==> src/rtl/ucrr_pkg.sv <==
// Package for the USB control request responder: request, result and command types,
// request and stage codes, and the built-in descriptor tables.
// No dependencies; every other file of the block imports it.
package ucrr_pkg;

    localparam int DESCRIPTOR_BYTES_DEF = 18;
    localparam int QUEUE_DEPTH_DEF      = 2;
    localparam int MAX_DESC_BYTES       = 64;
    localparam int SEND_W               = 7;
    localparam int ROM_BYTES            = 18;
    localparam int ADDR_W               = 7;

    localparam logic [2:0] STAGE_RD_DATA = 3'h1;
    localparam logic [2:0] STAGE_WR_DATA = 3'h3;
    localparam logic [2:0] STAGE_WR_ND   = 3'h5;
    localparam int         STAGE_CHANGE_POS = 11;

    localparam logic [7:0] REQ_GET_STATUS     = 8'h00;
    localparam logic [7:0] REQ_SET_ADDRESS    = 8'h05;
    localparam logic [7:0] REQ_GET_DESCRIPTOR = 8'h06;
    localparam logic [7:0] REQ_SET_CONFIG     = 8'h09;

    localparam logic [7:0] DTYPE_DEVICE = 8'h01;
    localparam logic [7:0] DTYPE_CONFIG = 8'h02;

    localparam logic [1:0] ACT_NONE  = 2'd0;
    localparam logic [1:0] ACT_DATA  = 2'd1;
    localparam logic [1:0] ACT_STALL = 2'd2;
    localparam logic [1:0] ACT_DONE  = 2'd3;

    localparam logic [7:0] DEV_ROM [ROM_BYTES] = '{
        8'h12, 8'h01, 8'h00, 8'h02, 8'hFF, 8'h00, 8'h00, 8'h40, 8'h09,
        8'h12, 8'h01, 8'h00, 8'h00, 8'h01, 8'h00, 8'h00, 8'h00, 8'h01
    };

    localparam logic [7:0] CFG_ROM [ROM_BYTES] = '{
        8'h09, 8'h02, 8'h12, 8'h00, 8'h01, 8'h01, 8'h00, 8'h80, 8'h32,
        8'h09, 8'h04, 8'h00, 8'h00, 8'h00, 8'hFF, 8'hFF, 8'hFF, 8'h00
    };

    typedef enum logic [2:0] {
        CMD_NONE,
        CMD_STALL,
        CMD_DONE,
        CMD_STATUS,
        CMD_DESC
    } t_cmd_kind;

    typedef struct packed {
        t_cmd_kind             kind;
        logic                  sel_cfg;
        logic [SEND_W-1:0]     send;
        logic [ADDR_W-1:0]     address;
    } t_cmd;

    typedef struct packed {
        logic [15:0] status_word;
        logic [7:0]  request_code;
        logic [15:0] value_word;
        logic [15:0] length_requested;
    } t_req;

    typedef struct packed {
        logic [1:0]        action;
        logic [15:0]       data_word;
        logic [1:0]        word_bytes;
        logic              last;
        logic [ADDR_W-1:0] device_address;
    } t_rsp;

    // Bytes past the built-in descriptor read as zero.
    function automatic logic [7:0] desc_byte(input logic sel_cfg,
                                             input logic [SEND_W-2:0] idx);
        logic [7:0] b;
        b = 8'h00;
        if (idx < (SEND_W-1)'(ROM_BYTES)) begin
            b = sel_cfg ? CFG_ROM[idx[4:0]] : DEV_ROM[idx[4:0]];
        end
        return b;
    endfunction

endpackage

==> src/rtl/ucrr_req_if.sv <==
// Request channel interface: valid/ready handshake carrying one control-stage event.
// Depends on ucrr_pkg for the payload type.
interface ucrr_req_if import ucrr_pkg::*; ();
    logic valid;
    logic ready;
    t_req payload;

    modport source (output valid, output payload, input ready);
    modport sink   (input valid, input payload, output ready);
endinterface

==> src/rtl/ucrr_rsp_if.sv <==
// Result channel interface: valid/ready handshake carrying one result item.
// Depends on ucrr_pkg for the payload type.
interface ucrr_rsp_if import ucrr_pkg::*; ();
    logic valid;
    logic ready;
    t_rsp payload;

    modport source (output valid, output payload, input ready);
    modport sink   (input valid, input payload, output ready);
endinterface

==> src/rtl/ucrr_front.sv <==
// Front end: accepts request items, decodes them into commands and keeps the device address.
// Depends on ucrr_pkg and ucrr_req_if.
module ucrr_front import ucrr_pkg::*; #(
    parameter int DESCRIPTOR_BYTES = DESCRIPTOR_BYTES_DEF
) (
    input  logic       i_clk,
    input  logic       i_rst_n,
    ucrr_req_if.sink   i_req,
    input  logic       i_full,
    output logic       o_push,
    output t_cmd       o_cmd
);

    logic [ADDR_W-1:0] r_address;
    logic [ADDR_W-1:0] n_address;
    logic [2:0]        w_stage;
    logic              w_active;
    logic [7:0]        w_dtype;
    logic [SEND_W-1:0] w_send;

    assign i_req.ready = !i_full;
    assign o_push      = i_req.valid && !i_full;

    assign w_stage  = i_req.payload.status_word[2:0];
    assign w_active = i_req.payload.status_word[STAGE_CHANGE_POS] &&
                      (w_stage == STAGE_RD_DATA || w_stage == STAGE_WR_DATA ||
                       w_stage == STAGE_WR_ND);
    assign w_dtype  = i_req.payload.value_word[15:8];

    // Clamp to the descriptor length; the clamp keeps the count within SEND_W bits.
    assign w_send = (i_req.payload.length_requested < 16'(DESCRIPTOR_BYTES)) ?
                    i_req.payload.length_requested[SEND_W-1:0] : SEND_W'(DESCRIPTOR_BYTES);

    always_comb begin
        n_address     = r_address;
        o_cmd.kind    = CMD_NONE;
        o_cmd.sel_cfg = (w_dtype == DTYPE_CONFIG);
        o_cmd.send    = w_send;
        if (w_active) begin
            unique case (i_req.payload.request_code)
                REQ_GET_DESCRIPTOR: begin
                    if (w_dtype == DTYPE_DEVICE || w_dtype == DTYPE_CONFIG) begin
                        o_cmd.kind = CMD_DESC;
                    end else begin
                        o_cmd.kind = CMD_STALL;
                    end
                end
                REQ_SET_ADDRESS: begin
                    o_cmd.kind = CMD_DONE;
                    n_address  = i_req.payload.value_word[ADDR_W-1:0];
                end
                REQ_SET_CONFIG: o_cmd.kind = CMD_DONE;
                REQ_GET_STATUS: o_cmd.kind = CMD_STATUS;
                default:        o_cmd.kind = CMD_STALL;
            endcase
        end
        // Each command carries the address as it stands after its own request.
        o_cmd.address = n_address;
    end

    always_ff @(posedge i_clk) begin
        if (!i_rst_n) begin
            r_address <= '0;
        end else if (o_push) begin
            r_address <= n_address;
        end
    end

endmodule

==> src/rtl/ucrr_queue.sv <==
// Short command queue between the decoder and the result sequencer.
// Depends on ucrr_pkg for the command type.
module ucrr_queue import ucrr_pkg::*; #(
    parameter int DEPTH = QUEUE_DEPTH_DEF
) (
    input  logic i_clk,
    input  logic i_rst_n,
    input  logic i_push,
    input  t_cmd i_cmd,
    input  logic i_pop,
    output logic o_full,
    output logic o_valid,
    output t_cmd o_head
);

    localparam int PTR_W = (DEPTH > 1) ? $clog2(DEPTH) : 1;
    localparam int CNT_W = $clog2(DEPTH + 1);

    t_cmd             r_slot [DEPTH];
    logic [PTR_W-1:0] r_wr_ptr;
    logic [PTR_W-1:0] r_rd_ptr;
    logic [CNT_W-1:0] r_count;

    assign o_full  = (r_count == CNT_W'(DEPTH));
    assign o_valid = (r_count != '0);
    assign o_head  = r_slot[r_rd_ptr];

    always_ff @(posedge i_clk) begin
        if (!i_rst_n) begin
            r_wr_ptr <= '0;
            r_rd_ptr <= '0;
            r_count  <= '0;
        end else begin
            if (i_push) begin
                r_wr_ptr <= (r_wr_ptr == PTR_W'(DEPTH - 1)) ? '0 : r_wr_ptr + 1'b1;
            end
            if (i_pop) begin
                r_rd_ptr <= (r_rd_ptr == PTR_W'(DEPTH - 1)) ? '0 : r_rd_ptr + 1'b1;
            end
            if (i_push && !i_pop) begin
                r_count <= r_count + 1'b1;
            end else if (!i_push && i_pop) begin
                r_count <= r_count - 1'b1;
            end
        end
    end

    always_ff @(posedge i_clk) begin
        if (i_push) begin
            r_slot[r_wr_ptr] <= i_cmd;
        end
    end

    a_no_overflow: assert property (@(posedge i_clk) disable iff (!i_rst_n)
        i_push |-> (r_count < CNT_W'(DEPTH)))
        else $error("command pushed into a full queue");

    a_no_underflow: assert property (@(posedge i_clk) disable iff (!i_rst_n)
        i_pop |-> (r_count != '0))
        else $error("command popped from an empty queue");

    a_count_up: assert property (@(posedge i_clk) disable iff (!i_rst_n)
        (i_push && !i_pop) |=> (r_count == $past(r_count) + 1'b1))
        else $error("queue count failed to follow a push");

    a_count_down: assert property (@(posedge i_clk) disable iff (!i_rst_n)
        (i_pop && !i_push) |=> (r_count == $past(r_count) - 1'b1))
        else $error("queue count failed to follow a pop");

endmodule

==> src/rtl/ucrr_back.sv <==
// Result sequencer: expands the head command into result items in an output
// register, one per cycle while it is free. Depends on ucrr_pkg, ucrr_rsp_if.
module ucrr_back import ucrr_pkg::*; (
    input  logic       i_clk,
    input  logic       i_rst_n,
    input  logic       i_head_valid,
    input  t_cmd       i_head,
    output logic       o_pop,
    ucrr_rsp_if.source o_rsp
);

    logic              r_out_valid;
    t_rsp              r_rsp;
    logic [SEND_W-1:0] r_pos;
    logic              w_load;
    logic              w_step;
    t_rsp              w_rsp;
    logic [SEND_W:0]   w_pos_hi;
    logic [SEND_W:0]   w_pos_end;
    logic [SEND_W-1:0] w_pos_hi_idx;
    logic              w_hi_ok;

    assign o_rsp.valid   = r_out_valid;
    assign o_rsp.payload = r_rsp;

    assign w_load = !r_out_valid || o_rsp.ready;
    assign w_step = i_head_valid && w_load;
    assign o_pop  = w_step && w_rsp.last;

    assign w_pos_hi     = {1'b0, r_pos} + 1'b1;
    assign w_pos_end    = {1'b0, r_pos} + 2'd2;
    assign w_pos_hi_idx = w_pos_hi[SEND_W-1:0];
    assign w_hi_ok      = (w_pos_hi < {1'b0, i_head.send});

    always_comb begin
        w_rsp.action         = ACT_NONE;
        w_rsp.data_word      = '0;
        w_rsp.word_bytes     = 2'd0;
        w_rsp.last           = 1'b1;
        w_rsp.device_address = i_head.address;
        unique case (i_head.kind)
            CMD_NONE:   w_rsp.action = ACT_NONE;
            CMD_STALL:  w_rsp.action = ACT_STALL;
            CMD_DONE:   w_rsp.action = ACT_DONE;
            CMD_STATUS: begin
                w_rsp.action     = ACT_DATA;
                w_rsp.word_bytes = 2'd2;
            end
            CMD_DESC: begin
                w_rsp.action = ACT_DATA;
                // A zero-length request still gets one empty last word.
                if (i_head.send != '0) begin
                    w_rsp.data_word[7:0] = desc_byte(i_head.sel_cfg, r_pos[SEND_W-2:0]);
                    w_rsp.word_bytes     = 2'd1;
                    if (w_hi_ok) begin
                        w_rsp.data_word[15:8] =
                            desc_byte(i_head.sel_cfg, w_pos_hi_idx[SEND_W-2:0]);
                        w_rsp.word_bytes      = 2'd2;
                    end
                    w_rsp.last = (w_pos_end >= {1'b0, i_head.send});
                end
            end
            default:    w_rsp.action = ACT_STALL;
        endcase
    end

    always_ff @(posedge i_clk) begin
        if (!i_rst_n) begin
            r_out_valid <= 1'b0;
            r_pos       <= '0;
        end else begin
            if (w_step) begin
                r_out_valid <= 1'b1;
                r_pos       <= w_rsp.last ? '0 : w_pos_end[SEND_W-1:0];
            end else if (o_rsp.ready) begin
                r_out_valid <= 1'b0;
            end
        end
    end

    always_ff @(posedge i_clk) begin
        if (w_step) begin
            r_rsp <= w_rsp;
        end
    end

    a_pos_even: assert property (@(posedge i_clk) disable iff (!i_rst_n)
        r_pos[0] == 1'b0)
        else $error("descriptor byte position is odd");

    a_pos_idle: assert property (@(posedge i_clk) disable iff (!i_rst_n)
        !i_head_valid |-> (r_pos == '0))
        else $error("byte position left over without a pending command");

    a_pop_last: assert property (@(posedge i_clk) disable iff (!i_rst_n)
        o_pop |=> (o_rsp.valid && o_rsp.payload.last))
        else $error("command retired without a last result");

endmodule

==> src/rtl/usb_control_request_responder.sv <==
// Top level of the USB control request responder: decoder, command queue, result sequencer.
// Depends on ucrr_pkg, ucrr_req_if, ucrr_rsp_if, ucrr_front, ucrr_queue and ucrr_back.
//
//   Channel  Dir  Payload                                                  Handshake
//   i_req    in   status_word, request_code, value_word, length_requested  valid/ready
//   o_rsp    out  action, data_word, word_bytes, last, device_address      valid/ready
//
// A request item is decoded in the cycle it is accepted and enters a command queue of
// QUEUE_DEPTH entries; its first result passes a queue slot, then the output register.
// The sequencer produces one result per cycle while its output register is free: a
// descriptor of n clamped bytes, ceil(n / 2) but at least one (nine for 18), else one.
// Input ready drops only while the command queue is full; the output register holds a
// result until it is taken. Reset clears the queue, output valid and the device address.
module usb_control_request_responder import ucrr_pkg::*; #(
    parameter int DESCRIPTOR_BYTES = DESCRIPTOR_BYTES_DEF,
    parameter int QUEUE_DEPTH      = QUEUE_DEPTH_DEF
) (
    input  logic       i_clk,
    input  logic       i_rst_n,
    ucrr_req_if.sink   i_req,
    ucrr_rsp_if.source o_rsp
);

    logic w_push;
    logic w_pop;
    logic w_full;
    logic w_head_valid;
    t_cmd w_cmd;
    t_cmd w_head;

    ucrr_front #(
        .DESCRIPTOR_BYTES (DESCRIPTOR_BYTES)
    ) u_front (
        .i_clk   (i_clk),
        .i_rst_n (i_rst_n),
        .i_req   (i_req),
        .i_full  (w_full),
        .o_push  (w_push),
        .o_cmd   (w_cmd)
    );

    ucrr_queue #(
        .DEPTH (QUEUE_DEPTH)
    ) u_queue (
        .i_clk   (i_clk),
        .i_rst_n (i_rst_n),
        .i_push  (w_push),
        .i_cmd   (w_cmd),
        .i_pop   (w_pop),
        .o_full  (w_full),
        .o_valid (w_head_valid),
        .o_head  (w_head)
    );

    ucrr_back u_back (
        .i_clk        (i_clk),
        .i_rst_n      (i_rst_n),
        .i_head_valid (w_head_valid),
        .i_head       (w_head),
        .o_pop        (w_pop),
        .o_rsp        (o_rsp)
    );

endmodule
==> src/flat_wrapper.sv <==
// flat-port wrapper written by rule: the top's interface ports become plain ports
module usb_control_request_responder_flat import ucrr_pkg::*;
#(
    parameter int DESCRIPTOR_BYTES = DESCRIPTOR_BYTES_DEF,
    parameter int QUEUE_DEPTH      = QUEUE_DEPTH_DEF
)
  (i_clk, i_rst_n, i_req_valid, i_req_payload, i_req_ready, o_rsp_valid, o_rsp_payload, o_rsp_ready);
  ucrr_req_if i_req_i ();
  ucrr_rsp_if o_rsp_i ();
  input  logic i_clk;
  input  logic i_rst_n;
  input wire logic [$bits(i_req_i.valid)-1:0] i_req_valid;
  input wire logic [$bits(i_req_i.payload)-1:0] i_req_payload;
  output wire logic [$bits(i_req_i.ready)-1:0] i_req_ready;
  output wire logic [$bits(o_rsp_i.valid)-1:0] o_rsp_valid;
  output wire logic [$bits(o_rsp_i.payload)-1:0] o_rsp_payload;
  input wire logic [$bits(o_rsp_i.ready)-1:0] o_rsp_ready;
  assign i_req_i.valid = i_req_valid;
  assign i_req_i.payload = i_req_payload;
  assign i_req_ready = i_req_i.ready;
  assign o_rsp_valid = o_rsp_i.valid;
  assign o_rsp_payload = o_rsp_i.payload;
  assign o_rsp_i.ready = o_rsp_ready;
  usb_control_request_responder #(.DESCRIPTOR_BYTES(DESCRIPTOR_BYTES), .QUEUE_DEPTH(QUEUE_DEPTH)) u_core (.i_clk(i_clk), .i_rst_n(i_rst_n), .i_req(i_req_i), .o_rsp(o_rsp_i));
endmodule
==> config.mk <==
export PLATFORM = sky130hd
export DESIGN_NAME = usb_control_request_responder_flat
export DESIGN_NICKNAME = d
export VERILOG_FILES = /design/src/rtl/ucrr_pkg.sv /design/src/rtl/ucrr_req_if.sv /design/src/rtl/ucrr_rsp_if.sv /design/src/rtl/ucrr_front.sv /design/src/rtl/ucrr_queue.sv /design/src/rtl/ucrr_back.sv /design/src/rtl/usb_control_request_responder.sv /design/src/flat_wrapper.sv
export SDC_FILE = /design/constraint.sdc
export NUM_CORES = 1
export LEC_CHECK = 0
export BUFFER_PORTS_ARGS = -buffer_cell sky130_fd_sc_hd__buf_2
export CORE_MARGIN = 10
export CORE_UTILIZATION = 55
export DETAILED_ROUTE_END_ITERATION = 10
export GPL_TIMING_DRIVEN = 0
export MAX_ROUTING_LAYER = met4
export PLACE_DENSITY_LB_ADDON = 0.1
export RECOVER_POWER = 50
export SETUP_SLACK_MARGIN = 0.1
export SYNTH_ARGS = -nofsm -noshare
export SYNTH_HDL_FRONTEND = slang
export SYNTH_SLANG_ARGS = --single-unit
==> constraint.sdc <==
create_clock -name i_clk -period 4.5 [get_ports i_clk]
set_input_delay 0.225 -clock i_clk [delete_from_list [all_inputs] [get_ports i_clk]]
set_output_delay 0.225 -clock i_clk [all_outputs]
set_load 0.01 [all_outputs]
==> reports/metrics.yaml <==
netlist_instances: 369
drt_iter0_drc: 164
io_pins: 90
cts_sinks: 83
syn_avg_cell_area_um2: 11.5
syn2layout_area_growth_pct: 15.3
seqPwrFrac_pct: 48.2
synth.area.top_cells: "edfxtp_1, dfxtp_1, ha_1"
synthArstFlopShare_pct: 0
clk_path_buf_depth: 2
dpl_cell_area_mm2: 0.00481
fin_worst_skew_ns: 0.0139
max-cap-violations: 0
cts.clk_slew.worst_paths_ns: 0.09
drive_above_1_share_pct: 17.7
design_area_mm2: 0.00491
worstPathRequired_ns: 4.78
tritoncts: "built"
hpwlAfterDp_um: 6720
crit_path_end_kind: "flip-flop"
fmax_mhz: 258
synth_seq_cells: 83
yosys.area.top_type: "edfxtp_1"
fp.dieH_um: 108
cts_hold_buf: 0
num-nets-final: 543
cellLeakagePower_nw: 1.84
p_sw_w: 0.000823
clkLatencyLatePin_ns: 0.36
drtPass1Iterations: 4
cpLargestDelayFamily: "compound AO/OA/AOI/OAI gates"
overflow: 0
intPower_w: 0.00152
routed_via_density: 5.49
critPathMaxFanout: 11
min_from: "i_req_payload[17]"
initial_core_util_pct: 55.7
cts_made_buffers: 9
grt_pass1_wl_um: 14800
critPathMaxStageDelay_ns: 0.46
r2r_start: "u_core.u_back.r_pos[1]"
synth_commonest_cells: "edfxtp_1, nor2_1, ha_1, nand2_1"
rows: 32
layout_worst_path_cycle_share_pct: 86.0
via_count: 3108
critPathArrivalTime_ns: 4.16
cp_num_buf_inv: 3
tightestPinTransition_ns: 1.05
hold_depth: 3
status: "finished clean"
yosys_warnings: 0
power_density_mw_per_mm2: 477
yosysUniqueCellTypes: 48
htreeDepth: 3
grt_max_degree: 34
cpMostUsedCell: "ha_1"
yosysTopAreaCellShare_pct: 45.1
rr_endpoint: "u_core.u_queue.r_count[1]"
synth_edf_count: 64
die_x_um: 108
ys.flop_type: "edfxtp_1"
p_clk_share_pct: 21.6
ir_drop_mv: 0.288
path_cells: "clkbuf_1 -> inv_1 -> ha_1 -> ha_1 -> nand2_1 -> o21ai_0 -> a21oi_1 -> a31oi_2 -> inv_1 -> ha_1 -> or3_1 -> a21boi_0"
crit_type: "flip-flop to flip-flop"
num_antenna_cells: 0
drc: 0
holdPathEnd: "u_core.u_front.r_address[1]"
reg2reg_depth: 12
slew_viol_final: 0
fillCellCount: 609
fin_crit_ns: 3.87
yosysSeqAreaShare_pct: 54.0
swShare_pct: 35.1
wl_um: 9000
setup_viol: 0
fin_tns_setup_ns: 0
start_kind: "flip-flop"
rrSetupSlack_ns: 0.63
comb_power_share_pct: 30.2
rsz0062_at_grt: "false"
dieArea_mm2: 0.0117
synth_area_mm2: 0.00426
relSlewSlack_pct: 29.6
cts_root_buffer: "clkbuf_8"
post_cts_buffers: 0
gp_congestion: 0.912
grt.total_usage_pct: 16.3
design.core.area_mm2: 0.00765
slowest_stage: "dfxtp_1"
grt_pass1_vias: 3241
cts_resized: 0
avgRoutedWirePerCell_um: 15.9
hold_viol: 0
antenna_found_initial: 0
io_buffer_count: 76
postRouteAntennaNets: 0
hold_path.class: "input pin to flip-flop"
yosysMostFrequentCell: "edfxtp_1"
layout make-up:
cell class	count	area, µm²	area share, %
timing repair buffer	77	345	7.03
buffer	19	75.1	1.53
inverter	8	30.0	0.611
multi-input combinational	261	1850	37.6
clock inverter	7	61.3	1.25
sequential	83	2300	46.8
tap	102	128	2.60
clock buffer	9	124	2.52
sequential cells by signal (all words and copies together) (netlist names), named ones only:
signal	flops
u_core.u_queue.r_rd_ptr	1
u_core.u_back.o_rsp.payload	28
u_core.u_back.r_pos	6
u_core.u_queue.r_slot	36
u_core.u_back.o_rsp.valid	1
u_core.u_queue.r_count	2
u_core.u_queue.r_wr_ptr	1
u_core.u_front.r_address	7
power by group through the flow:
stage / registers (W) / logic, W / clock network [W]
5_1_grt: 0.00115 / 0.000795 / 0.000547
6_report: 0.00113 / 0.000707 / 0.000506
3_5_place_dp: 0.00114 / 0.000754 / 0
4_1_cts: 0.00113 / 0.000759 / 0.000514
2_1_floorplan: 0.00121 / 0.000410 / 0
3_3_place_gp: 0.00114 / 0.000725 / 0
layer usage:
| layer | vias up | global-route usage, % | share of wire, % | routed length, µm |
|---|---|---|---|---|
| met3 | 13 | 4.22 | 5.6 | 508 |
| met4 | 0 | 6.11 | 1.2 | 112 |
| met1 | 1461 | 19.3 | 45 | 4090 |
| met5 | - | - | 0 | 0 |
| met2 | 100 | 26.1 | 48 | 4290 |
| li1 | 1534 | - | - | - |
worst max-delay path by stage:
stage | depth (start not counted) | startpoint | end | slack [ns]
after floorplan | 9 | u_core.u_back.o_rsp.valid | u_core.u_queue.r_count[1] | 1.09
after global placement | 9 | u_core.u_back.o_rsp.valid | u_core.u_queue.r_count[1] | 0.34
after detailed placement | 13 | flip-flop | u_core.u_queue.r_count[1] | 0.40
after CTS | 13 | flip-flop | u_core.u_queue.r_count[1] | 0.37
after global routing | 12 | u_core.u_back.r_pos[1] | u_core.u_queue.r_count[1] | 0.28
final | 12 | u_core.u_back.r_pos[1] | u_core.u_queue.r_count[1] | 0.63
placed cells by master, fill, tap and decap left out, types with 14 or more instances in the layout:
cell	netlist	final
nand2_1	20	20
ha_1	24	24
edfxtp_1	64	64
nor2_1	28	27
a21oi_1	19	19
buf_2	3	48
mux2i_1	15	15
o21ai_0	14	14
nor4_1	13	14
dfxtp_1	19	19
clkbuf_1	15	48
logic make-up after synthesis:
group,after synthesis,share of synthesized area (%)
and+or+nand+nor,130,16.9
DFF,83,54.0
AOI/OAI and AO/OA,55,8.02
muxes,33,8.28
buffers and inverters,28,2.55
adders and majority gates,24,7.05
xor gates and xnor gates,15,3.08
other,1,0.0880
worst register-to-register path, cell delays in order, from the launching register on:
cell and delay (ns):
dfxtp_1 0.46, clkbuf_1 0.37, inv_1 0.31, ha_1 0.40, ha_1 0.30, nand2_1 0.05, o21ai_0 0.33, a21oi_1 0.17
a31oi_2 0.40, inv_1 0.10, ha_1 0.35, or3_1 0.38, a21boi_0 0.19
through the flow:
stage	hold WS (ns)	util [%]	std cells	setup slack (ns)	power (W)
5_1_grt	0.132	64.3	566	0.277	0.00249
3_5_place_dp	0.502	62.8	551	0.399	0.00190
3_3_place_gp	0.493	62.5	550	0.339	0.00187
4_1_cts	0.120	65.3	567	0.371	0.00240
2_1_floorplan	0.394	-	372	1.09	0.00162
6_report	0.131	64.3	566	0.628	0.00234
(Power assumes the default switching activity.)
